--- src/rtl/point_box_query_unit_macros.svh ---
// Assertion macros shared by the point-to-box query RTL
`ifndef POINT_BOX_QUERY_UNIT_MACROS_SVH
`define POINT_BOX_QUERY_UNIT_MACROS_SVH

`ifndef ASSERT_OFF

// whenever ante holds, cons holds in the same cycle
`define PBQ_ASSERT_IMPLY(label, clk, rst_n, ante, cons, msg) \
	label: assert property (@(posedge clk) disable iff (!rst_n) (ante) |-> (cons)) \
		else $error(msg);

// cond never holds
`define PBQ_ASSERT_NEVER(label, clk, rst_n, cond, msg) \
	label: assert property (@(posedge clk) disable iff (!rst_n) !(cond)) \
		else $error(msg);

`else

`define PBQ_ASSERT_IMPLY(label, clk, rst_n, ante, cons, msg)
`define PBQ_ASSERT_NEVER(label, clk, rst_n, cond, msg)

`endif

`endif

--- src/rtl/pbq_pkg.sv ---
// Shared widths, register codes and pipeline types for the point-to-box query unit
`timescale 1ns / 1ps
`default_nettype none

package pbq_pkg;

	// coordinate width, signed Q12.4 at the default
	localparam int COORD_BITS   = 16;
	localparam int HALF_BITS    = COORD_BITS - 1;
	localparam int OUT_BITS     = COORD_BITS + 1;
	localparam int DIFF_BITS    = COORD_BITS + 1;
	localparam int SQ_BITS      = 2 * COORD_BITS;
	localparam int SUM_BITS     = SQ_BITS + 1;

	// root operand: capped at 64 bits (saturating), padded to an even width
	localparam int RT_CAP       = 64;
	localparam int RT_RAW       = (SUM_BITS < RT_CAP) ? SUM_BITS : RT_CAP;
	localparam int RT_BITS      = RT_RAW + (RT_RAW % 2);
	localparam int ROOT_BITS    = RT_BITS / 2;
	localparam int REM_BITS     = ROOT_BITS + 2;

	// pipeline depth: front stages, one stage per root bit, output register
	localparam int FRONT_STAGES = 4;
	localparam int LATENCY      = FRONT_STAGES + ROOT_BITS + 1;

	localparam int CFG_IDX_BITS = 2;

	typedef enum logic [CFG_IDX_BITS-1:0] {
		REG_CENTER_X    = 2'd0,
		REG_CENTER_Y    = 2'd1,
		REG_HALF_WIDTH  = 2'd2,
		REG_HALF_HEIGHT = 2'd3
	} cfg_reg_t;

	// box held in configuration
	typedef struct packed {
		logic signed [COORD_BITS-1:0] cx;
		logic signed [COORD_BITS-1:0] cy;
		logic [HALF_BITS-1:0]         hw;
		logic [HALF_BITS-1:0]         hh;
	} box_cfg_t;

	// results that ride alongside the square root
	typedef struct packed {
		logic signed [OUT_BITS-1:0] near_x;
		logic signed [OUT_BITS-1:0] near_y;
		logic                       in_box;
		logic                       use_root;
		logic [COORD_BITS-1:0]      single_gap;
	} side_t;

endpackage

`default_nettype wire

--- src/rtl/point_box_query_unit.sv ---
// Pipeline: 4 front stages, 17 root stages and an output register between start and done.
// Throughput: one point per cycle; busy is held low, the pipeline never stalls.
// The square-root pipeline, one result bit per stage, sets the depth.
// Results appear for one cycle with done and cannot be held off by the receiver.
// Reset clears the box registers to zero and empties the pipeline.
`timescale 1ns / 1ps
`default_nettype none

`include "point_box_query_unit_macros.svh"

module point_box_query_unit (
	input  wire logic                                   clk,
	input  wire logic                                   arst_n,
	input  wire logic                                   start,
	output logic                                        busy,
	input  wire logic signed [pbq_pkg::COORD_BITS-1:0]  point_x,
	input  wire logic signed [pbq_pkg::COORD_BITS-1:0]  point_y,
	input  wire logic                                   cfg_we,
	input  wire logic [pbq_pkg::CFG_IDX_BITS-1:0]       cfg_index,
	input  wire logic [pbq_pkg::COORD_BITS-1:0]         cfg_wdata,
	output logic                                        done,
	output logic signed [pbq_pkg::OUT_BITS-1:0]         near_x,
	output logic signed [pbq_pkg::OUT_BITS-1:0]         near_y,
	output logic [pbq_pkg::OUT_BITS-1:0]                gap_distance,
	output logic                                        inside_res
);

	localparam int OB = pbq_pkg::OUT_BITS;

	// box registers
	pbq_pkg::box_cfg_t box_q;

	always_ff @(posedge clk or negedge arst_n) begin
		if (!arst_n) begin
			box_q <= '0;
		end else if (cfg_we) begin
			unique case (pbq_pkg::cfg_reg_t'(cfg_index))
				pbq_pkg::REG_CENTER_X:    box_q.cx <= signed'(cfg_wdata);
				pbq_pkg::REG_CENTER_Y:    box_q.cy <= signed'(cfg_wdata);
				pbq_pkg::REG_HALF_WIDTH:  box_q.hw <= cfg_wdata[pbq_pkg::HALF_BITS-1:0];
				pbq_pkg::REG_HALF_HEIGHT: box_q.hh <= cfg_wdata[pbq_pkg::HALF_BITS-1:0];
				default: ;
			endcase
		end
	end

	// a transaction enters every cycle that start is high
	logic take;

	assign busy = 1'b0;
	assign take = start && !busy;

	// front stages
	logic                          fr_valid;
	logic [pbq_pkg::RT_BITS-1:0]   fr_rad;
	pbq_pkg::side_t                fr_side;

	pbq_front u_front (
		.clk       (clk),
		.arst_n    (arst_n),
		.in_valid  (take),
		.point_x   (point_x),
		.point_y   (point_y),
		.box       (box_q),
		.out_valid (fr_valid),
		.rad       (fr_rad),
		.side      (fr_side)
	);

	// square root
	logic                          rt_valid;
	logic [pbq_pkg::ROOT_BITS-1:0] rt_root;
	pbq_pkg::side_t                rt_side;

	pbq_isqrt u_isqrt (
		.clk       (clk),
		.arst_n    (arst_n),
		.in_valid  (fr_valid),
		.rad       (fr_rad),
		.in_side   (fr_side),
		.out_valid (rt_valid),
		.root      (rt_root),
		.out_side  (rt_side)
	);

	// output register: pick the root or the single-axis gap
	logic                       done_q;
	logic signed [OB-1:0]       near_x_q, near_y_q;
	logic [OB-1:0]              gap_q;
	logic                       inside_q;
	logic [OB-1:0]              gap_sel;

	assign gap_sel = rt_side.use_root ? OB'(rt_root) : OB'(rt_side.single_gap);

	always_ff @(posedge clk or negedge arst_n) begin
		if (!arst_n) begin
			done_q <= 1'b0;
		end else begin
			done_q <= rt_valid;
		end
	end

	always_ff @(posedge clk) begin
		near_x_q <= rt_side.near_x;
		near_y_q <= rt_side.near_y;
		gap_q    <= gap_sel;
		inside_q <= rt_side.in_box;
	end

	assign done         = done_q;
	assign near_x       = near_x_q;
	assign near_y       = near_y_q;
	assign gap_distance = gap_q;
	assign inside_res   = inside_q;

	// every result traces back to a transaction a fixed latency earlier
	`PBQ_ASSERT_IMPLY(a_done_latency, clk, arst_n, done, $past(start && !busy, pbq_pkg::LATENCY), "result without a matching transaction")
	// zero distance exactly when the point is in or on the box
	`PBQ_ASSERT_IMPLY(a_inside_gap, clk, arst_n, done, inside_res == (gap_distance == '0), "inside flag disagrees with distance")

endmodule

`default_nettype wire

--- src/rtl/pbq_front.sv ---
// Front pipeline: axis gaps, clamped point, inside flag, squared gaps and their sum
`timescale 1ns / 1ps
`default_nettype none

module pbq_front (
	input  wire logic                                 clk,
	input  wire logic                                 arst_n,
	input  wire logic                                 in_valid,
	input  wire logic signed [pbq_pkg::COORD_BITS-1:0] point_x,
	input  wire logic signed [pbq_pkg::COORD_BITS-1:0] point_y,
	input  wire pbq_pkg::box_cfg_t                    box,
	output logic                                      out_valid,
	output logic [pbq_pkg::RT_BITS-1:0]               rad,
	output pbq_pkg::side_t                            side
);

	localparam int C  = pbq_pkg::COORD_BITS;
	localparam int DW = pbq_pkg::DIFF_BITS;

	// stage 1: differences and box limits
	logic signed [DW-1:0] px_e, py_e, cx_e, cy_e, hw_e, hh_e;
	logic                 valid_s1;
	logic signed [DW-1:0] px_s1, py_s1, dx_s1, dy_s1, ndx_s1, ndy_s1;
	logic signed [DW-1:0] lo_x_s1, hi_x_s1, lo_y_s1, hi_y_s1;
	logic [pbq_pkg::HALF_BITS-1:0] hw_s1, hh_s1;

	assign px_e = DW'(point_x);
	assign py_e = DW'(point_y);
	assign cx_e = DW'(box.cx);
	assign cy_e = DW'(box.cy);
	assign hw_e = signed'({2'b00, box.hw});
	assign hh_e = signed'({2'b00, box.hh});

	always_ff @(posedge clk or negedge arst_n) begin
		if (!arst_n) begin
			valid_s1 <= 1'b0;
		end else begin
			valid_s1 <= in_valid;
		end
	end

	always_ff @(posedge clk) begin
		px_s1   <= px_e;
		py_s1   <= py_e;
		dx_s1   <= cx_e - px_e;
		dy_s1   <= cy_e - py_e;
		ndx_s1  <= px_e - cx_e;
		ndy_s1  <= py_e - cy_e;
		lo_x_s1 <= cx_e - hw_e;
		hi_x_s1 <= cx_e + hw_e;
		lo_y_s1 <= cy_e - hh_e;
		hi_y_s1 <= cy_e + hh_e;
		hw_s1   <= box.hw;
		hh_s1   <= box.hh;
	end

	// stage 2: absolute distance less half extent, clamp onto the box
	logic [C-1:0]         ax, ay;
	logic signed [DW-1:0] near_x_c, near_y_c;
	logic                 valid_s2;
	logic signed [DW-1:0] gx_s2, gy_s2, near_x_s2, near_y_s2;

	assign ax = dx_s1[DW-1] ? ndx_s1[C-1:0] : dx_s1[C-1:0];
	assign ay = dy_s1[DW-1] ? ndy_s1[C-1:0] : dy_s1[C-1:0];

	always_comb begin
		priority if (px_s1 < lo_x_s1) begin
			near_x_c = lo_x_s1;
		end else if (px_s1 > hi_x_s1) begin
			near_x_c = hi_x_s1;
		end else begin
			near_x_c = px_s1;
		end
		priority if (py_s1 < lo_y_s1) begin
			near_y_c = lo_y_s1;
		end else if (py_s1 > hi_y_s1) begin
			near_y_c = hi_y_s1;
		end else begin
			near_y_c = py_s1;
		end
	end

	always_ff @(posedge clk or negedge arst_n) begin
		if (!arst_n) begin
			valid_s2 <= 1'b0;
		end else begin
			valid_s2 <= valid_s1;
		end
	end

	always_ff @(posedge clk) begin
		gx_s2     <= signed'({1'b0, ax}) - signed'({2'b00, hw_s1});
		gy_s2     <= signed'({1'b0, ay}) - signed'({2'b00, hh_s1});
		near_x_s2 <= near_x_c;
		near_y_s2 <= near_y_c;
	end

	// stage 3: square the positive gaps, pick the single-axis distance
	logic                       pos_x, pos_y;
	logic [C-1:0]               gpx, gpy;
	pbq_pkg::side_t             side_c;
	logic                       valid_s3;
	logic [pbq_pkg::SQ_BITS-1:0] sqx_s3, sqy_s3;
	pbq_pkg::side_t             side_s3;

	assign pos_x = !gx_s2[DW-1] && (gx_s2 != '0);
	assign pos_y = !gy_s2[DW-1] && (gy_s2 != '0);
	assign gpx   = pos_x ? gx_s2[C-1:0] : '0;
	assign gpy   = pos_y ? gy_s2[C-1:0] : '0;

	always_comb begin
		side_c.near_x     = near_x_s2;
		side_c.near_y     = near_y_s2;
		side_c.in_box     = !pos_x && !pos_y;
		side_c.use_root   = pos_x && pos_y;
		side_c.single_gap = pos_x ? gpx : gpy;
	end

	always_ff @(posedge clk or negedge arst_n) begin
		if (!arst_n) begin
			valid_s3 <= 1'b0;
		end else begin
			valid_s3 <= valid_s2;
		end
	end

	always_ff @(posedge clk) begin
		sqx_s3  <= pbq_pkg::SQ_BITS'(gpx) * pbq_pkg::SQ_BITS'(gpx);
		sqy_s3  <= pbq_pkg::SQ_BITS'(gpy) * pbq_pkg::SQ_BITS'(gpy);
		side_s3 <= side_c;
	end

	// stage 4: sum of squares, saturated to the root operand width
	logic [pbq_pkg::SUM_BITS-1:0] sum;
	logic                         sum_ovf;
	logic                         valid_s4;
	logic [pbq_pkg::RT_BITS-1:0]  rad_s4;
	pbq_pkg::side_t               side_s4;

	assign sum     = pbq_pkg::SUM_BITS'(sqx_s3) + pbq_pkg::SUM_BITS'(sqy_s3);
	assign sum_ovf = (pbq_pkg::SUM_BITS > pbq_pkg::RT_BITS) && sum[pbq_pkg::SUM_BITS-1];

	always_ff @(posedge clk or negedge arst_n) begin
		if (!arst_n) begin
			valid_s4 <= 1'b0;
		end else begin
			valid_s4 <= valid_s3;
		end
	end

	always_ff @(posedge clk) begin
		rad_s4  <= sum_ovf ? '1 : pbq_pkg::RT_BITS'(sum);
		side_s4 <= side_s3;
	end

	assign out_valid = valid_s4;
	assign rad       = rad_s4;
	assign side      = side_s4;

endmodule

`default_nettype wire

--- src/rtl/pbq_isqrt.sv ---
// Pipelined integer square root, one result bit per stage, with sideband
`timescale 1ns / 1ps
`default_nettype none

`include "point_box_query_unit_macros.svh"

module pbq_isqrt (
	input  wire logic                           clk,
	input  wire logic                           arst_n,
	input  wire logic                           in_valid,
	input  wire logic [pbq_pkg::RT_BITS-1:0]    rad,
	input  wire pbq_pkg::side_t                 in_side,
	output logic                                out_valid,
	output logic [pbq_pkg::ROOT_BITS-1:0]       root,
	output pbq_pkg::side_t                      out_side
);

	localparam int NR = pbq_pkg::ROOT_BITS;
	localparam int RB = pbq_pkg::RT_BITS;
	localparam int MB = pbq_pkg::REM_BITS;

	// index 0 is the incoming operand, index k the register after stage k
	logic            valid_s [0:NR];
	logic [RB-1:0]   rad_s   [0:NR-1];
	logic [MB-1:0]   rem_s   [0:NR];
	logic [NR-1:0]   root_s  [0:NR];
	pbq_pkg::side_t  side_s  [0:NR];

	assign valid_s[0] = in_valid;
	assign rad_s[0]   = rad;
	assign rem_s[0]   = '0;
	assign root_s[0]  = '0;
	assign side_s[0]  = in_side;

	for (genvar k = 1; k <= NR; k++) begin : g_stage
		logic [MB-1:0] rem_in;
		logic [MB-1:0] trial;
		logic          fits;

		// bring down the next two operand bits, try root*4+1
		assign rem_in = {rem_s[k-1][NR-1:0], rad_s[k-1][RB-1 -: 2]};
		assign trial  = {root_s[k-1], 2'b01};
		assign fits   = (rem_in >= trial);

		always_ff @(posedge clk or negedge arst_n) begin
			if (!arst_n) begin
				valid_s[k] <= 1'b0;
			end else begin
				valid_s[k] <= valid_s[k-1];
			end
		end

		always_ff @(posedge clk) begin
			rem_s[k]  <= fits ? (rem_in - trial) : rem_in;
			root_s[k] <= NR'({root_s[k-1], fits});
			side_s[k] <= side_s[k-1];
		end

		if (k < NR) begin : g_shift
			always_ff @(posedge clk) begin
				rad_s[k] <= {rad_s[k-1][RB-3:0], 2'b00};
			end
		end
	end

	assign out_valid = valid_s[NR];
	assign root      = root_s[NR];
	assign out_side  = side_s[NR];

	// a floor root leaves a remainder of at most twice the root
	`PBQ_ASSERT_NEVER(a_rem_bound, clk, arst_n, valid_s[NR] && (rem_s[NR] > {root_s[NR], 1'b0}), "square root remainder out of range")

endmodule

`default_nettype wire
--- config.mk ---
export PLATFORM = sky130hd
export DESIGN_NAME = point_box_query_unit
export DESIGN_NICKNAME = d
export VERILOG_FILES = /design/src/rtl/pbq_pkg.sv /design/src/rtl/point_box_query_unit.sv /design/src/rtl/pbq_front.sv /design/src/rtl/pbq_isqrt.sv
export VERILOG_INCLUDE_DIRS = /design/src /design/src/rtl
export SDC_FILE = /design/constraint.sdc
export NUM_CORES = 2
export LEC_CHECK = 0
export ABC_AREA = 1
export BUFFER_PORTS_ARGS = -buffer_cell sky130_fd_sc_hd__buf_4
export CAP_MARGIN = 20
export CORE_ASPECT_RATIO = 0.9
export CORE_UTILIZATION = 46
export CTS_BUF_LIST = sky130_fd_sc_hd__clkbuf_4 sky130_fd_sc_hd__clkbuf_8
export DETAILED_ROUTE_END_ITERATION = 16
export PLACE_DENSITY = 0.6
export SLEW_MARGIN = 10
export SYNTH_ARGS = -nofsm -noshare
export SYNTH_HDL_FRONTEND = slang
export SYNTH_SLANG_ARGS = --single-unit
--- constraint.sdc ---
create_clock -name clk -period 14.4 [get_ports clk]
set_input_delay 4.32 -clock clk [delete_from_list [all_inputs] [get_ports clk]]
set_output_delay 4.32 -clock clk [all_outputs]
set_load 0.01 [all_outputs]
==> metrics.yaml <==
worst_setup_path:
  critPathMaxFanout: 17
  reg2reg_setup_slack_ns: 6.82
  worst-setup-path-type: "reg -> reg"
  worst_ep_required_time_ns: 15.30
  top_family_by_delay_on_critical_path: "adder cells"
  path_buf_inv: 7
  worst_reg_to_reg_path_cell_count: 26
  regToRegEndpoint: "u_front.sqy_s3[23]"
  cp-start-kind: "flop"
  worstReg2RegStart: "u_front.gy_s2[14]"
  arrival_ns: 8.48
  crit_path_max_incr_delay_ns: 0.81
  worst_setup_path_end_kind: "flop"
  worst_path_max_delay_cell: "sky130_fd_sc_hd__nor2_1"
timing:
  period_needed_ns: 7.58
  totalNegativeSetupSlack_ns: 0
  max_slew.worst_pin.slew_ns: 1.10
  slew-limit-headroom_pct: 26.9
  maxClockFrequency_mhz: 132
  fin_crit_sh_pct: 52.6
  finalHoldViolations: 0
  report.final.setup_viol: 0
  worst_slack_ns: 6.82
  fin_worst_skew_ns: 0.0893
  final_max_slew_viol_count: 0
  rsz0062_at_grt: "false"
cts:
  cts-resized-gates: 0
  htreeDepth: 5
  ctsRootBufferMaster: "sky130_fd_sc_hd__clkbuf_8"
  clock-sinks: 2153
  tritoncts.num_buffers: 341
  post_cts.repair.setup_buffers: 0
  clk_latency_ns: 1.07
  path_clk_slew_ns: 0.06
  cts_tree: "done"
  hold_buffers: 0
  cts_max_path_buffers: 4
synthesis:
  post_synth_inst_count: 8587
  compound_cell_area_share_of_the_yosys_netlist_pct: 6.43
  synth-simple-area-share_pct: 12.7
  postSynthAreaPerCell_um2: 9.70
  synthDistinctLibCells: 62
  yosysSeqAreaShare_pct: 52.3
  adder_cell_area_share_of_the_yosys_netlist_pct: 17.3
  post_synth_xor_area_fraction_pct: 4.04
  synth-async-reset-ratio_pct: 3.90
  yosysWarningCount: 0
  dominant_combinational_cell_family_by_area_after_synthesis: "adder cells"
  synth-edff-count: 0
  synth_ff_type: "sky130_fd_sc_hd__dfxtp_1"
  muxShareOfSynthArea_pct: 0.228
  seq_cells_post_synth: 2153
  syn-cell-area_um2: 83300
detailed_routing:
  totalWireLength_mm: 188
  drtAntennaViolNets: 0
  num_vias: 54600
  detailedRoute.firstPassIterationCount: 12
  vias_per_cell: 4.72
  wl_per_cell_um: 16.3
  drt_first_iter_violations: 3343
  route.detailed.drc: 18
floorplanning:
  start_util_pct: 46.5
  core-area_um2: 179000
  die_area_um2: 183000
  std_cell_rows: 147
  chip_height_um: 406
  number_of_placed_i_o_pins: 108
  die_width_um: 450
grt:
  global_route_wire_length_before_repair_mm: 300
  global_route.usage.total_pct: 20.9
  grt_overflow: 0
  antenna_found_initial: 12
  number_of_global_route_vias_before_repair: 55300
  grt_start_max_net_pins: 85
placed_design:
  place.detailed.hpwl_mm: 149
  place_worst_setup_slack_ns: 6.84
  count_of_port_buffers_added_during_placement: 106
  post_place_instance_area_um2: 86600
  global_placement_routability_congestion: 0.939
finish:
  flow.area_growth_from_synthesis_pct: 12.6
  ff_latch_area_um2: 43500
  fillers: 16500
  post_route_cells_drive_above_1_share_pct: 8.92
  multi_input_comb_area_um2: 33900
  final_nets: 9941
  post_route_design_area_um2: 93800
min_path:
  hold_path_depth: 0
  end_of_the_worst_hold_path: "u_isqrt.side_s[393]"
  min_path_type: "reg -> reg"
  hold_path.startpoint: "u_isqrt.side_s[445]"
status:
  failing_checks: "DRC"
  run_status: "finished with violations"
flow_run:
  max_cap_viol_count: 0
## worst register-to-register path, stage by stage, from the launching register on
cell                      delay (ns)
sky130_fd_sc_hd__dfxtp_1        0.64
sky130_fd_sc_hd__inv_1          0.37
sky130_fd_sc_hd__nand4_1        0.20
sky130_fd_sc_hd__nor2_1         0.06
sky130_fd_sc_hd__nand2_1        0.06
sky130_fd_sc_hd__nand2_2        0.26
sky130_fd_sc_hd__nor2_1         0.81
sky130_fd_sc_hd__inv_2          0.26
sky130_fd_sc_hd__nor2_1         0.23
sky130_fd_sc_hd__inv_1          0.09
sky130_fd_sc_hd__fa_1           0.50
sky130_fd_sc_hd__fa_1           0.51
sky130_fd_sc_hd__inv_1          0.06
sky130_fd_sc_hd__fa_1           0.52
sky130_fd_sc_hd__fa_1           0.44
sky130_fd_sc_hd__fa_1           0.55
sky130_fd_sc_hd__inv_1          0.05
sky130_fd_sc_hd__fa_1           0.52
sky130_fd_sc_hd__inv_1          0.04
sky130_fd_sc_hd__ha_1           0.36
sky130_fd_sc_hd__nand2_1        0.14
sky130_fd_sc_hd__inv_1          0.05
sky130_fd_sc_hd__a21oi_1        0.25
sky130_fd_sc_hd__nand2_1        0.19
sky130_fd_sc_hd__nand3_1        0.12
sky130_fd_sc_hd__nand2_1        0.06
sky130_fd_sc_hd__xor2_1         0.14
## synthesized netlist by cell type, drive strengths merged (2+ instances only)
library cell     n  share of area (%)
nor2           576                2.7
o21a             8              0.072
o21bai          43               0.39
nand3          303                1.8
o2111ai          2              0.021
fa             336                8.1
a21oi          448                2.7
and3             2              0.015
xnor2           92               0.97
clkbuf          50               0.23
ha             611                9.2
nor3            60               0.37
o31ai            2              0.018
buf             51               0.34
nor3b            5              0.045
nand2         1496                6.8
nand4           67               0.50
nand3b          15               0.14
dfxtp         2069                 50
xor2           292                3.1
a211oi           7              0.069
a31o             3              0.032
o21ai          383                2.3
nor4            23               0.17
and2             4              0.030
mux2            16               0.22
inv           1436                6.5
a21boi          19               0.18
or2             12              0.090
dfrtp           84                2.5
o211ai           4              0.042
o311ai           2              0.021
a31oi           22               0.17
a21o            37               0.33
## cell type report
cell class | instances | area share [%]
clock inverters | 71 | 0.745
well taps | 2384 | 3.18
multi-input cells | 4898 | 36.1
inverters | 1436 | 5.75
clock buffers | 507 | 6.85
flip-flops and latches | 2153 | 46.4
repair buffers | 110 | 0.910
diodes | 8 | 0.0214
## placed cells by master, fill, tap and decap left out, types with 8 or more instances in the layout
cell,n
sky130_fd_sc_hd__a21boi_0,16
sky130_fd_sc_hd__a21o_1,37
sky130_fd_sc_hd__a21oi_1,444
sky130_fd_sc_hd__a31oi_1,22
sky130_fd_sc_hd__buf_4,108
sky130_fd_sc_hd__bufinv_16,11
sky130_fd_sc_hd__clkbuf_4,89
sky130_fd_sc_hd__clkbuf_8,418
sky130_fd_sc_hd__clkinv_2,40
sky130_fd_sc_hd__clkinvlp_4,12
sky130_fd_sc_hd__dfrtp_1,84
sky130_fd_sc_hd__dfxtp_1,2069
sky130_fd_sc_hd__diode_2,8
sky130_fd_sc_hd__fa_1,336
sky130_fd_sc_hd__ha_1,611
sky130_fd_sc_hd__inv_1,1392
sky130_fd_sc_hd__inv_2,43
sky130_fd_sc_hd__mux2_2,16
sky130_fd_sc_hd__nand2_1,1483
sky130_fd_sc_hd__nand2_2,11
sky130_fd_sc_hd__nand3_1,299
sky130_fd_sc_hd__nand3b_1,15
sky130_fd_sc_hd__nand4_1,67
sky130_fd_sc_hd__nor2_1,555
sky130_fd_sc_hd__nor2_2,15
sky130_fd_sc_hd__nor3_1,59
sky130_fd_sc_hd__nor4_1,23
sky130_fd_sc_hd__o21a_1,8
sky130_fd_sc_hd__o21ai_0,338
sky130_fd_sc_hd__o21ai_1,37
sky130_fd_sc_hd__o21ai_2,8
sky130_fd_sc_hd__o21bai_1,42
sky130_fd_sc_hd__or2_2,12
sky130_fd_sc_hd__xnor2_1,92
sky130_fd_sc_hd__xor2_1,292
## per-stage QoR
step / hold slack, ns / instances / utilization [%]
6_report: 0.256 / 11600 / 52.3
5_1_grt: 0.269 / 11600 / 52.3
4_1_cts: 0.260 / 11600 / 52.3
3_5_place_dp: 0.312 / 11000 / 48.3
3_3_place_gp: 0.310 / 11000 / 48.3
2_1_floorplan: 0.310 / 8588 / -
## cells by family (layout without fill, tap and decap cells)
family / count (synthesis) / count (layout)
simple gates: 2565 / 2565
xor+xnor: 384 / 384
flops: 2153 / 2153
fa+ha+maj: 947 / 947
mux: 17 / 17
other cells: 1 / 10
buf+inv: 1537 / 2124
compound gates: 983 / 983
## how the worst max path moves through the flow
stage                      startpoint                  to  slack (ns)  depth (start not counted)
global placement    u_front.gy_s2[14]  u_front.sqy_s3[29]        6.98                         25
detailed placement  u_front.gy_s2[14]  u_front.sqy_s3[28]        6.84                         26
CTS                 u_front.gy_s2[14]  u_front.sqy_s3[23]        6.85                         26
global route        u_front.gy_s2[14]  u_front.sqy_s3[28]        6.34                         26
finish              u_front.gy_s2[14]  u_front.sqy_s3[23]        6.82                         26
floorplan           u_front.gy_s2[14]  u_front.sqy_s3[29]        8.40                         28
## layer usage
metal,up-vias,global-route usage (%),routed length [µm]
li1,27500,-,-
met1,25500,27.5,87200
met2,1212,34.5,86700
met3,345,3.65,8890
met4,0,7.30,5530
met5,-,0,0
## registers in the layout, indices dropped and copies added (netlist names), 31 cells and up
signal                  count
box_q                      62
u_front.side_s3            52
u_isqrt.g_stage.rem_in    281
u_isqrt.side_s            832
u_isqrt.g_stage.trial     136
u_front.sqy_s3             31
u_front.rad                33
u_isqrt.out_side           52
u_front.side               52
u_isqrt.rad_s             240
u_front.sqx_s3             31
Power is left out: the tool's default activity adds up to more than one toggle a clock period on the data nets, which glitch-free logic cannot reach.
